### src/rtl/ppbs_pkg.sv
package ppbs_pkg;

	localparam int unsigned MAX_BURST_INTERVALS = 4;   // 1 .. 16

	localparam int unsigned PPW_W   = 8;
	localparam int unsigned LEN_W   = 16;
	localparam int unsigned TICK_W  = 20;
	localparam int unsigned RATE_W  = 40;
	localparam int unsigned NOW_W   = 48;
	localparam int unsigned IV_W    = 32;
	localparam int unsigned SEND_W  = 12;
	localparam int unsigned BATCH_W = 8;
	localparam int unsigned CFG_IDX_W = 2;

	localparam int unsigned PROD_W  = PPW_W + LEN_W;
	localparam int unsigned BURST_W = $clog2(MAX_BURST_INTERVALS);
	// elapsed time below the burst limit fits in this many bits
	localparam int unsigned DTB_W   = IV_W + BURST_W;
	localparam int unsigned TGT_W   = BATCH_W + DTB_W;
	localparam int unsigned LAG_W   = NOW_W + 7;

	// shared divider: 44-bit dividend covers batch*len*1e6 and batch*elapsed
	localparam int unsigned DIV_N_W   = 44;
	localparam int unsigned DIV_D_W   = RATE_W;
	localparam int unsigned DIV_CNT_W = $clog2(DIV_N_W);

	localparam logic [19:0] US_PER_SEC = 20'd1000000;
	localparam logic [6:0]  LAG_NUM    = 7'd110;
	localparam logic [6:0]  LAG_DEN    = 7'd100;

	localparam logic [PPW_W-1:0]  PPW_RST      = 8'd5;
	localparam logic [LEN_W-1:0]  LEN_RST      = 16'd1252;
	localparam logic [TICK_W-1:0] TICK_RST     = 20'd1000;
	localparam logic [RATE_W-1:0] MAX_RATE_RST = '1;

	typedef enum logic [1:0] {
		OP_SET_RATE = 2'd0,
		OP_WRITE    = 2'd1,
		OP_QUERY    = 2'd2,
		OP_RESTART  = 2'd3
	} ppbs_op_t;

	typedef enum logic [CFG_IDX_W-1:0] {
		CFG_PPW      = 2'd0,
		CFG_LEN      = 2'd1,
		CFG_TICK     = 2'd2,
		CFG_MAX_RATE = 2'd3
	} ppbs_cfg_idx_t;

	typedef enum logic [3:0] {
		ST_IDLE,
		ST_RATE_CLAMP,
		ST_RATE_NUM,
		ST_RATE_DIV,
		ST_WO_DT,
		ST_WO_LAG,
		ST_WO_BURST,
		ST_WO_MUL,
		ST_WO_SUB,
		ST_WO_DIV,
		ST_WO_FIN,
		ST_TQ_DT,
		ST_TQ_SUB,
		ST_DONE
	} ppbs_state_t;

	typedef struct packed {
		logic done;     // one-cycle pulse, results valid from then on
		logic rem_nz;   // remainder is not zero
	} ppbs_div_stat_t;

endpackage

### src/rtl/ppbs_div.sv
module ppbs_div import ppbs_pkg::*; (
	input  logic                clk,
	input  logic                arst_n,
	input  logic                start,
	input  logic [DIV_N_W-1:0]  dividend,
	input  logic [DIV_D_W-1:0]  divisor,
	output logic [DIV_N_W-1:0]  quotient,
	output logic [DIV_D_W-1:0]  remainder,
	output ppbs_div_stat_t      stat
);

	logic [DIV_N_W-1:0]   quo_q;
	logic [DIV_D_W-1:0]   rem_q;
	logic [DIV_D_W-1:0]   den_q;
	logic [DIV_CNT_W-1:0] cnt_q;
	logic                 busy_q;
	logic                 done_q;

	logic [DIV_D_W:0] trial;
	logic [DIV_D_W:0] diff;
	logic             ge;

	// restoring division, one quotient bit per cycle
	assign trial = {rem_q, quo_q[DIV_N_W-1]};
	assign ge    = trial >= {1'b0, den_q};
	assign diff  = trial - {1'b0, den_q};

	always_ff @(posedge clk or negedge arst_n) begin
		if (!arst_n) begin
			busy_q <= 1'b0;
			done_q <= 1'b0;
			cnt_q  <= '0;
		end else begin
			done_q <= 1'b0;
			if (start) begin
				busy_q <= 1'b1;
				cnt_q  <= DIV_CNT_W'(DIV_N_W - 1);
			end else if (busy_q) begin
				cnt_q <= cnt_q - 1'b1;
				if (cnt_q == '0) begin
					busy_q <= 1'b0;
					done_q <= 1'b1;
				end
			end
		end
	end

	always_ff @(posedge clk) begin
		if (start) begin
			quo_q <= dividend;
			rem_q <= '0;
			den_q <= divisor;
		end else if (busy_q) begin
			rem_q <= ge ? diff[DIV_D_W-1:0] : trial[DIV_D_W-1:0];
			quo_q <= {quo_q[DIV_N_W-2:0], ge};
		end
	end

	assign quotient    = quo_q;
	assign remainder   = rem_q;
	assign stat.done   = done_q;
	assign stat.rem_nz = (rem_q != '0);

endmodule

### src/rtl/packet_pacer_burst_scheduler_unit.sv
// Send pacer: turns a pacing rate into a batch size and write interval and
// answers write opportunities and time queries.
// Input channel: in_valid/in_stall with operation, rate_bytes_per_sec, now_us
// and app_limited; an item is taken when in_valid is high and in_stall low.
// Output channel: out_valid/out_stall, exactly one result item per input item.
// Config channel: cfg_valid/cfg_ready with cfg_index and cfg_data; cfg_ready
// is always high. Write registers only while no item is in flight.
// Set rate and a scaled write opportunity run through the bit-serial divider,
// time query and restart do not; one item is worked at a time, and in_stall
// stays high from accept until the result is loaded.
// The result sits in an output register; with the receiver stalling, the next
// item is still taken and computed, then waits until the register frees.
// Reset: registers return to their defaults (5 packets, 1252 bytes, 1000 us
// tick, full rate cap), batch 5, interval 0, no last write, no pending
// adjustment, and no result pending.
module packet_pacer_burst_scheduler_unit import ppbs_pkg::*; (
	input  logic                 clk,
	input  logic                 arst_n,
	input  logic                 in_valid,
	output logic                 in_stall,
	input  logic [1:0]           operation,
	input  logic [RATE_W-1:0]    rate_bytes_per_sec,
	input  logic [NOW_W-1:0]     now_us,
	input  logic                 app_limited,
	output logic                 out_valid,
	input  logic                 out_stall,
	output logic [SEND_W-1:0]    send_batch,
	output logic [IV_W-1:0]      wait_us,
	output logic [BATCH_W-1:0]   batch_size,
	output logic [IV_W-1:0]      write_interval_us,
	output logic                 timer_lagged,
	input  logic                 cfg_valid,
	output logic                 cfg_ready,
	input  logic [CFG_IDX_W-1:0] cfg_index,
	input  logic [RATE_W-1:0]    cfg_data
);

	ppbs_state_t state_q, state_d;

	logic [PPW_W-1:0]  ppw_q;
	logic [LEN_W-1:0]  len_q;
	logic [TICK_W-1:0] tick_q;
	logic [RATE_W-1:0] max_rate_q;

	logic [BATCH_W-1:0] cur_batch_q;
	logic [IV_W-1:0]    cur_iv_q;
	logic [NOW_W-1:0]   last_time_q;
	logic               last_valid_q;
	logic [IV_W-1:0]    pend_q;

	ppbs_op_t          op_q;
	logic [RATE_W-1:0] rate_q;
	logic [NOW_W-1:0]  now_q;
	logic              app_q;
	logic [PROD_W-1:0] prod_q;
	logic [NOW_W-1:0]  dt_q;
	logic [TGT_W-1:0]  target_q;
	logic [SEND_W-1:0] send_q;
	logic [IV_W-1:0]   wait_q;
	logic              lag_q;

	logic               out_valid_q;
	logic [SEND_W-1:0]  out_send_q;
	logic [IV_W-1:0]    out_wait_q;
	logic [BATCH_W-1:0] out_batch_q;
	logic [IV_W-1:0]    out_iv_q;
	logic               out_lag_q;

	logic in_acc;
	logic out_load;
	logic div_start;

	logic [RATE_W-1:0]  rate_clamp;
	logic [DIV_N_W-1:0] rate_num;
	logic [NOW_W-1:0]   dt_now;
	logic               scale_en;
	logic [NOW_W-1:0]   burst_lim;
	logic               burst;
	logic               lag_now;
	logic [TGT_W-1:0]   tgt_adj;
	logic [IV_W-1:0]    iv_sat;
	logic [IV_W-1:0]    iv_new;
	logic [IV_W-1:0]    tq_w;

	logic [DIV_N_W-1:0] div_dividend;
	logic [DIV_D_W-1:0] div_divisor;
	logic [DIV_N_W-1:0] div_quo;
	logic [DIV_D_W-1:0] div_rem;
	ppbs_div_stat_t     div_stat;

	assign in_stall  = (state_q != ST_IDLE);
	assign in_acc    = in_valid && !in_stall;
	assign cfg_ready = 1'b1;

	assign rate_clamp = (rate_q > max_rate_q) ? max_rate_q : rate_q;
	assign rate_num   = DIV_N_W'(prod_q) * DIV_N_W'(US_PER_SEC);
	assign dt_now     = now_q - last_time_q;
	assign scale_en   = last_valid_q && (cur_iv_q != '0) && !app_q;
	assign burst_lim  = NOW_W'(cur_iv_q) * NOW_W'(MAX_BURST_INTERVALS);
	assign burst      = dt_q >= burst_lim;
	// dt > floor(iv*110/100)  <=>  iv*110 < dt*100
	assign lag_now    = (LAG_W'(cur_iv_q) * LAG_W'(LAG_NUM)) < (LAG_W'(dt_q) * LAG_W'(LAG_DEN));
	assign tgt_adj    = (target_q >= TGT_W'(pend_q)) ? target_q - TGT_W'(pend_q) : target_q;

	assign iv_sat = (div_quo[DIV_N_W-1:IV_W] != '0) ? '1 : div_quo[IV_W-1:0];
	assign iv_new = (iv_sat < IV_W'(tick_q)) ? IV_W'(tick_q) : iv_sat;

	assign tq_w = ((cur_iv_q - dt_q[IV_W-1:0]) < IV_W'(tick_q)) ? IV_W'(tick_q)
	            : cur_iv_q - dt_q[IV_W-1:0];

	assign div_dividend = (state_q == ST_RATE_NUM) ? rate_num : DIV_N_W'(tgt_adj);
	assign div_divisor  = (state_q == ST_RATE_NUM) ? rate_q : DIV_D_W'(cur_iv_q);

	ppbs_div u_div (
		.clk       (clk),
		.arst_n    (arst_n),
		.start     (div_start),
		.dividend  (div_dividend),
		.divisor   (div_divisor),
		.quotient  (div_quo),
		.remainder (div_rem),
		.stat      (div_stat)
	);

	always_comb begin
		state_d   = state_q;
		div_start = 1'b0;
		out_load  = 1'b0;
		unique case (state_q)
			ST_IDLE: begin
				if (in_valid) begin
					unique case (ppbs_op_t'(operation))
						OP_SET_RATE: state_d = ST_RATE_CLAMP;
						OP_WRITE:    state_d = ST_WO_DT;
						OP_QUERY:    state_d = ST_TQ_DT;
						OP_RESTART:  state_d = ST_DONE;
					endcase
				end
			end
			ST_RATE_CLAMP: state_d = (rate_clamp == '0) ? ST_DONE : ST_RATE_NUM;
			ST_RATE_NUM: begin
				div_start = 1'b1;
				state_d   = ST_RATE_DIV;
			end
			ST_RATE_DIV: begin
				if (div_stat.done) begin
					state_d = ST_DONE;
				end
			end
			ST_WO_DT:    state_d = scale_en ? ST_WO_LAG : ST_WO_FIN;
			ST_WO_LAG:   state_d = ST_WO_BURST;
			ST_WO_BURST: state_d = burst ? ST_WO_FIN : ST_WO_MUL;
			ST_WO_MUL:   state_d = ST_WO_SUB;
			ST_WO_SUB: begin
				div_start = 1'b1;
				state_d   = ST_WO_DIV;
			end
			ST_WO_DIV: begin
				if (div_stat.done) begin
					state_d = ST_WO_FIN;
				end
			end
			ST_WO_FIN:  state_d = ST_DONE;
			ST_TQ_DT:   state_d = ST_TQ_SUB;
			ST_TQ_SUB:  state_d = ST_DONE;
			ST_DONE: begin
				if (!out_valid_q || !out_stall) begin
					out_load = 1'b1;
					state_d  = ST_IDLE;
				end
			end
			default: state_d = ST_IDLE;
		endcase
	end

	always_ff @(posedge clk or negedge arst_n) begin
		if (!arst_n) begin
			state_q <= ST_IDLE;
		end else begin
			state_q <= state_d;
		end
	end

	// config registers and pacer state
	always_ff @(posedge clk or negedge arst_n) begin
		if (!arst_n) begin
			ppw_q        <= PPW_RST;
			len_q        <= LEN_RST;
			tick_q       <= TICK_RST;
			max_rate_q   <= MAX_RATE_RST;
			cur_batch_q  <= PPW_RST;
			cur_iv_q     <= '0;
			last_time_q  <= '0;
			last_valid_q <= 1'b0;
			pend_q       <= '0;
			out_valid_q  <= 1'b0;
		end else begin
			if (cfg_valid && cfg_ready) begin
				unique case (ppbs_cfg_idx_t'(cfg_index))
					CFG_PPW:      ppw_q      <= cfg_data[PPW_W-1:0];
					CFG_LEN:      len_q      <= cfg_data[LEN_W-1:0];
					CFG_TICK:     tick_q     <= cfg_data[TICK_W-1:0];
					CFG_MAX_RATE: max_rate_q <= cfg_data;
				endcase
			end

			unique case (state_q)
				ST_IDLE: begin
					if (in_acc && ppbs_op_t'(operation) == OP_RESTART) begin
						last_valid_q <= 1'b0;
						last_time_q  <= '0;
					end
				end
				ST_RATE_CLAMP: begin
					if (rate_clamp == '0) begin
						cur_batch_q <= '0;
						cur_iv_q    <= IV_W'(tick_q);
					end
				end
				ST_RATE_DIV: begin
					if (div_stat.done) begin
						cur_batch_q <= ppw_q;
						cur_iv_q    <= iv_new;
					end
				end
				ST_WO_BURST: begin
					if (burst) begin
						pend_q <= '0;
					end
				end
				ST_WO_SUB: pend_q <= '0;
				ST_WO_DIV: begin
					if (div_stat.done && div_stat.rem_nz) begin
						pend_q <= cur_iv_q - div_rem[IV_W-1:0];
					end
				end
				ST_WO_FIN: begin
					// a zero batch keeps the old write time
					if (!last_valid_q || send_q != '0) begin
						last_time_q  <= now_q;
						last_valid_q <= 1'b1;
					end
				end
				default: ;
			endcase

			if (out_load) begin
				out_valid_q <= 1'b1;
			end else if (!out_stall) begin
				out_valid_q <= 1'b0;
			end
		end
	end

	// working registers and result payload
	always_ff @(posedge clk) begin
		unique case (state_q)
			ST_IDLE: begin
				if (in_acc) begin
					op_q   <= ppbs_op_t'(operation);
					rate_q <= rate_bytes_per_sec;
					now_q  <= now_us;
					app_q  <= app_limited;
					send_q <= '0;
					wait_q <= '0;
					lag_q  <= 1'b0;
				end
			end
			ST_RATE_CLAMP: begin
				rate_q <= rate_clamp;
				prod_q <= PROD_W'(ppw_q) * PROD_W'(len_q);
			end
			ST_WO_DT: begin
				dt_q <= dt_now;
				if (!scale_en) begin
					send_q <= SEND_W'(cur_batch_q);
				end
			end
			ST_WO_LAG: lag_q <= lag_now;
			ST_WO_BURST: begin
				if (burst) begin
					send_q <= SEND_W'(SEND_W'(cur_batch_q) * SEND_W'(MAX_BURST_INTERVALS));
				end
			end
			ST_WO_MUL: target_q <= TGT_W'(cur_batch_q) * TGT_W'(dt_q[DTB_W-1:0]);
			ST_WO_DIV: begin
				if (div_stat.done) begin
					// round up: a partial packet goes now, the rest is owed
					send_q <= div_quo[SEND_W-1:0] + SEND_W'(div_stat.rem_nz);
				end
			end
			ST_TQ_DT: dt_q <= dt_now;
			ST_TQ_SUB: begin
				if (last_valid_q && dt_q < NOW_W'(cur_iv_q)) begin
					wait_q <= tq_w;
				end
			end
			default: ;
		endcase

		if (out_load) begin
			out_send_q  <= (op_q == OP_WRITE) ? send_q : '0;
			out_wait_q  <= (op_q == OP_QUERY) ? wait_q : '0;
			out_batch_q <= cur_batch_q;
			out_iv_q    <= cur_iv_q;
			out_lag_q   <= (op_q == OP_WRITE) && lag_q;
		end
	end

	assign out_valid         = out_valid_q;
	assign send_batch        = out_send_q;
	assign wait_us           = out_wait_q;
	assign batch_size        = out_batch_q;
	assign write_interval_us = out_iv_q;
	assign timer_lagged      = out_lag_q;

endmodule

### config.mk
export PLATFORM = sky130hd
export DESIGN_NAME = packet_pacer_burst_scheduler_unit
export DESIGN_NICKNAME = d
export VERILOG_FILES = /design/src/rtl/ppbs_pkg.sv /design/src/rtl/ppbs_div.sv /design/src/rtl/packet_pacer_burst_scheduler_unit.sv
export SDC_FILE = /design/constraint.sdc
export NUM_CORES = 2
export LEC_CHECK = 0
export BUFFER_PORTS_ARGS = -buffer_cell sky130_fd_sc_hd__buf_2
export CAP_MARGIN = 40
export CORE_ASPECT_RATIO = 0.7
export CORE_UTILIZATION = 45
export DETAILED_ROUTE_END_ITERATION = 10
export PLACE_DENSITY = 0.63
export SYNTH_ARGS = -nofsm -noshare
export SYNTH_HDL_FRONTEND = slang
export SYNTH_SLANG_ARGS = --single-unit
### constraint.sdc
create_clock -name clk -period 16.6 [get_ports clk]
set_input_delay 4.98 -clock clk [delete_from_list [all_inputs] [get_ports clk]]
set_output_delay 4.98 -clock clk [all_outputs]
set_load 0.02 [all_outputs]
# Word-level counts from Yosys, hierarchy flattened
# Cells that the tools add are included.
word_totals:
  regBits: 677
  input_bits: 138
  output_inout_bits: 88
  wordCells: 194
op_classes:
  addsub: 7
  n_mul: 5
  n_lt_le_gt_ge: 8
  eq_ne: 34
  muxes: 59
  reduce_logical: 48
op_table:
  columns: ["op", "n"]
  rows:
  - ["two-way mux 32 bit", 10]
  - ["two-way mux 44 bit", 3]
  - ["one-hot mux 32 bit (2 select lines)", 2]
  - ["two-way mux 40 bit", 3]
  - ["two-way mux 48 bit", 2]
  - ["one-hot mux 32 bit (3 select lines)", 1]
  - ["one-hot mux 48 bit (2 select lines)", 1]
  - ["one-hot mux 40 bit (2 select lines)", 1]
  - ["less-than comparator 32 x 20 -> 1 bit", 2]
  - ["subtractor 32 bit", 2]
  - ["less-than comparator 39 x 55 -> 1 bit", 1]
  - ["multiplier 48 x 5 -> 53 bit, second input constant", 1]
  - ["one-hot mux 4 bit (13 select lines)", 1]
  - [">= comparator 48 x 34 -> 1 bit", 1]
  - ["less-than comparator 48 x 32 -> 1 bit", 1]
  - ["two-way mux 12 bit", 4]
  - ["one-hot mux 12 bit (4 select lines)", 1]
  - ["subtractor 48 bit", 1]
  - [">= comparator 42 x 32 -> 1 bit", 1]
  - ["multiplier 8 x 34 -> 42 bit", 1]
  - ["two-way mux 42 bit", 1]
  - ["subtractor 42 x 32 -> 42 bit", 1]
  - [">= comparator 41 x 40 -> 1 bit", 1]
  - ["> comparator 40 bit", 1]
  - ["39 further kinds", 117]

# Logic depth before layout (Yosys ltp)
logic_depth:
  word_depth: 6
  depth_mapped: 30
  ltp_nobuf: 30

# Hierarchy
# A second synthesis with hierarchy kept.
unflattened:
  hier_cells: 7264
  hier_area_um2: 68904.8
by_module_without_submodules:
  columns: ["module", "instances", "cells_per_inst", "area_per_inst_um2", "seq_area_each_um2"]
  rows:
  - ["packet_pacer_burst_scheduler_unit", 1, 6481, 61011.0, 15383.5]
  - ["ppbs_div", 1, 783, 7893.8, 3523.4]

# Worst setup path before layout
# No wires, ideal clock.
synth_path:
  kind: "input to register"
  start: "in out_stall"
  end: "reg out_batch_q[0] (netlist: batch_size[0]), enable pin"
  setup_time_ns: 0.556
  t_arrival_ns: 9.112
  t_required_ns: 16.044
  setup_slack_ns: 6.932
  cell_stages: 1
  n_path_buf: 0
  path_cell_list: "a21oi_1"
synth_via:
  elab_chain_len: 4
synth_rtl:
  columns: ["item", "line_no", "text"]
  rows:
  - ["start, declared", "packet_pacer_burst_scheduler_unit.sv:26", "input logic out_stall,"]
  - ["zero test 1 bit", null, null]
  - ["logical OR 1 bit", "packet_pacer_burst_scheduler_unit.sv:167", "if (!out_valid_q || !out_stall) begin"]
  - ["two-way mux 1 bit", "packet_pacer_burst_scheduler_unit.sv:167", null]
  - ["two-way mux 1 bit", "packet_pacer_burst_scheduler_unit.sv:129", "unique case (state_q)"]
  - ["end signal, assigned", "packet_pacer_burst_scheduler_unit.sv:304", "out_batch_q <= cur_batch_q;"]
  - ["end, declared", "packet_pacer_burst_scheduler_unit.sv:65", "logic [BATCH_W-1:0] out_batch_q;"]
# No other way between the ends.
# A chain may end at the register's enable or synchronous reset.

# Worst setup path in the final report
layout_path:
  start: "reg cur_iv_q[10]"
  end: "reg lag_q, data pin"
layout_via:
  elab_chain_len: 3
layout_rtl:
  columns: ["item", "line_no", "text"]
  rows:
  - ["start, declared", "packet_pacer_burst_scheduler_unit.sv:46", "logic [IV_W-1:0] cur_iv_q;"]
  - ["start signal, assigned", "packet_pacer_burst_scheduler_unit.sv:217", "cur_iv_q <= IV_W'(tick_q);"]
  - ["start signal, assigned", "packet_pacer_burst_scheduler_unit.sv:223", "cur_iv_q <= iv_new;"]
  - ["multiplier 32 x 6 -> 38 bit", "packet_pacer_burst_scheduler_unit.sv:102", "assign lag_now = (LAG_W'(cur_iv_q) * LAG_W'(LAG_NUM)) < (LAG_W'(dt_q) * LAG_W'(LAG_DEN));"]
  - ["less-than comparator 39 x 55 -> 1 bit", "packet_pacer_burst_scheduler_unit.sv:102", null]
  - ["one-hot mux 1 bit (2 select lines)", "packet_pacer_burst_scheduler_unit.sv:257", "unique case (state_q)"]
  - ["end signal, assigned", "packet_pacer_burst_scheduler_unit.sv:279", "ST_WO_LAG: lag_q <= lag_now;"]
  - ["end, declared", "packet_pacer_burst_scheduler_unit.sv:60", "logic lag_q;"]
# No other way between the ends.

==> flow_summary.ini <==
[detailed_routing]
drt_wl_total_mm = 216
top_layer_used = met5
drt_iter0_drc = 5425
via_per_inst = 5.73
routed-via-count = 53700
wl_met2_mm = 85.6
first_pass_iters = 8
drc = 0
wl_per_cell_um = 23.0
wl_met1_mm = 100
ant_nets = 0
met3_length_mm = 25.1

[sta]
worstMarginPinSlew_ns = 0.927
rsz0062_at_grt = no
period_needed_ns = 8.60
relSlewSlack_pct = 38.2
slew_viol_final = 0
setup_viol = 0
hold_viol_final = 0
setup_tns_ns = 0
whs_ns = 0.484
skew_ns = 0.0732
final.period_utilization_pct = 51.8
fmax_mhz = 116

[worst_hold_path]
min_path_type = reg2reg

[cts]
cts_resized = 0
cts_tree = yes
cts.sinks = 677
post_cts_buffers = 0
clock_path_buffers = 3
cts_buffers = 76
path_clk_slew_ns = 0.07
root_buffer = clkbuf_16
ctsHtreeMaxLevel = 3
worstSkewPairLatency_ns = 0.76
holdBufCountCts = 0

[yosys]
synth_top_area_cell = edfxtp_1
synth.avg_cell_area_sq_um = 9.43
syn-cell-area_sq_um = 67600
synth.most_common_cell = inv_1
ys_seq_area_share_pct = 28.0
synthFlopType = edfxtp_1
netlist-cell-type-count = 93
ys_top_cells_by_area = edfxtp_1 (19%), ha_1 (16%), fa_1 (15%)
netlist_instances = 7162
netlist_top_cells_count = inv_1 (1091), ha_1 (850), nand2_1 (630), fa_1 (507), a21oi_1 (426)
synth_edf_count = 419
ys_ff_latch = 677
yosys.area.top_type_share_pct = 18.6
syn_nets = 8657
synth-async-reset-ratio_pct = 32.2
ys_warn_count = 0

[placement]
gp_congestion = 0.993
hpwl_mm = 172
place_inst = 9226
io_buffers = 224

[worst_setup_path]
cp_num_buf_inv = 2
critical_path.slowest_cell = dfrtp_1
crit_path_end_kind = flip-flop
crit_family = compound AO/OA/AOI/OAI gates
cp_data_arrival_time_ns = 9.07
cpMostUsedCell = a21oi_1
path_max_fanout = 10
cp-start-kind = flip-flop
worst-setup-path-type = reg2reg
slowest_delay_ns = 0.71
cp.required_ns = 17.07

[grt]
gr-total-overflow = 0
grt_first_pass_wirelength_mm = 325
grt_use_total_pct = 28.3
antenna_found_initial = 11
grt_max_degree = 85
grt_pass1_vias = 51700

[die]
core_sq_um = 148000
dieArea_sq_um = 152000
io_pins = 226
start_util_pct = 45.5
die_w_um = 465
num_rows = 118
die_h_um = 326

[run_status]
status = finished clean

[layout]
drive_above_1_share_pct = 9.15
fin_nets = 8820
synthToLayoutAreaGrowth_pct = 9.54
fin_cells = 9373
fillers = 13800

[flow_run]
max_cap_violations = 0
==> through the flow <==
step	worst slack (ns)	util (%)	area (sq um)
6_report	8.00	49.9	74000
5_1_grt	7.32	49.9	74000
4_1_cts	8.19	49.9	74000
3_5_place_dp	8.23	48.1	71300
3_3_place_gp	8.53	47.9	71000
2_1_floorplan	6.93	-	67600
==> layer usage <==
layer	vias up	GRT usage (%)
li1	24800	-
met5	-	0
met3	234	9.41
met1	26500	42.7
met2	2137	38.8
met4	4	6.06
==> cell type report <==
cell class / count / area [sq um] / share of cell area, %
clock buffers: 88 / 2030 / 2.74
inverters: 1092 / 4100 / 5.54
repair buffers: 323 / 2040 / 2.75
flip-flops and latches: 677 / 18900 / 25.5
diodes: 5 / 12.5 / 0.0169
well taps: 1980 / 2480 / 3.35
clock inverters: 53 / 632 / 0.854
multi-input cells: 5155 / 43800 / 59.2
==> cell families (layout without fill, tap and decap cells) <==
| group | after synthesis | in the layout | synth area share (%) |
|---|---|---|---|
| compound gates | 1610 | 1610 | 15.2 |
| xor+xnor | 326 | 326 | 4.23 |
| fa+ha+maj | 1357 | 1357 | 30.8 |
| buf+inv | 1330 | 1556 | 7.43 |
| flops | 677 | 677 | 28.0 |
| mux | 109 | 109 | 1.77 |
| other cells | 1 | 6 | 0.00555 |
| simple gates | 1752 | 1752 | 12.6 |
==> registers in the layout (all words and copies together) (netlist names), 12 cells and up <==
signal,cells
tick_q,20
wait_us,32
max_rate_q,40
u_div.quotient,44
rate_q,40
last_time_q,48
wait_q,32
dt_q,48
send_batch,12
pend_q,32
now_q,48
u_div.den_q,40
len_q,16
prod_q,24
cur_iv_q,32
target_q,42
write_interval_us,32
u_div.remainder,40
send_q,12
==> tightest hold or removal path: stages (launching register included) <==
cell     delay [ns]
dfrtp_1        0.35
nand2_1        0.05
o31ai_1        0.05
==> worst paths after layout <==
check | from | end | slack [ns] | cells after the start
max reg2reg | cur_iv_q[10] | lag_q | 8.00 | 27
min in group asynchronous | arst_n | last_time_q[46] | 4.26 | 1
max in group asynchronous | arst_n | cur_iv_q[4] | 10.42 | 3
max | cur_iv_q[10] | lag_q | 8.00 | 27
min | pend_q[4] | pend_q[4] | 0.48 | 2
min reg2reg | pend_q[4] | pend_q[4] | 0.48 | 2
==> cell usage in the layout, fill, tap and decap left out, types with 85 or more instances in the layout <==
cell	Yosys	routed
inv_1	1091	1089
ha_1	850	850
nand2_1	630	627
fa_1	507	507
a21oi_1	426	425
edfxtp_1	419	419
o21ai_0	399	397
nor2_1	305	303
and2_1	239	239
buf_2	1	224
a21o_1	213	213
xnor2_1	205	205
dfrtp_1	163	162
xor2_1	121	121
nand3_1	89	87
mux2_2	85	85
Power is not shown: default switching activity piles up to over one toggle a cycle in this logic, so the estimate is an artifact.
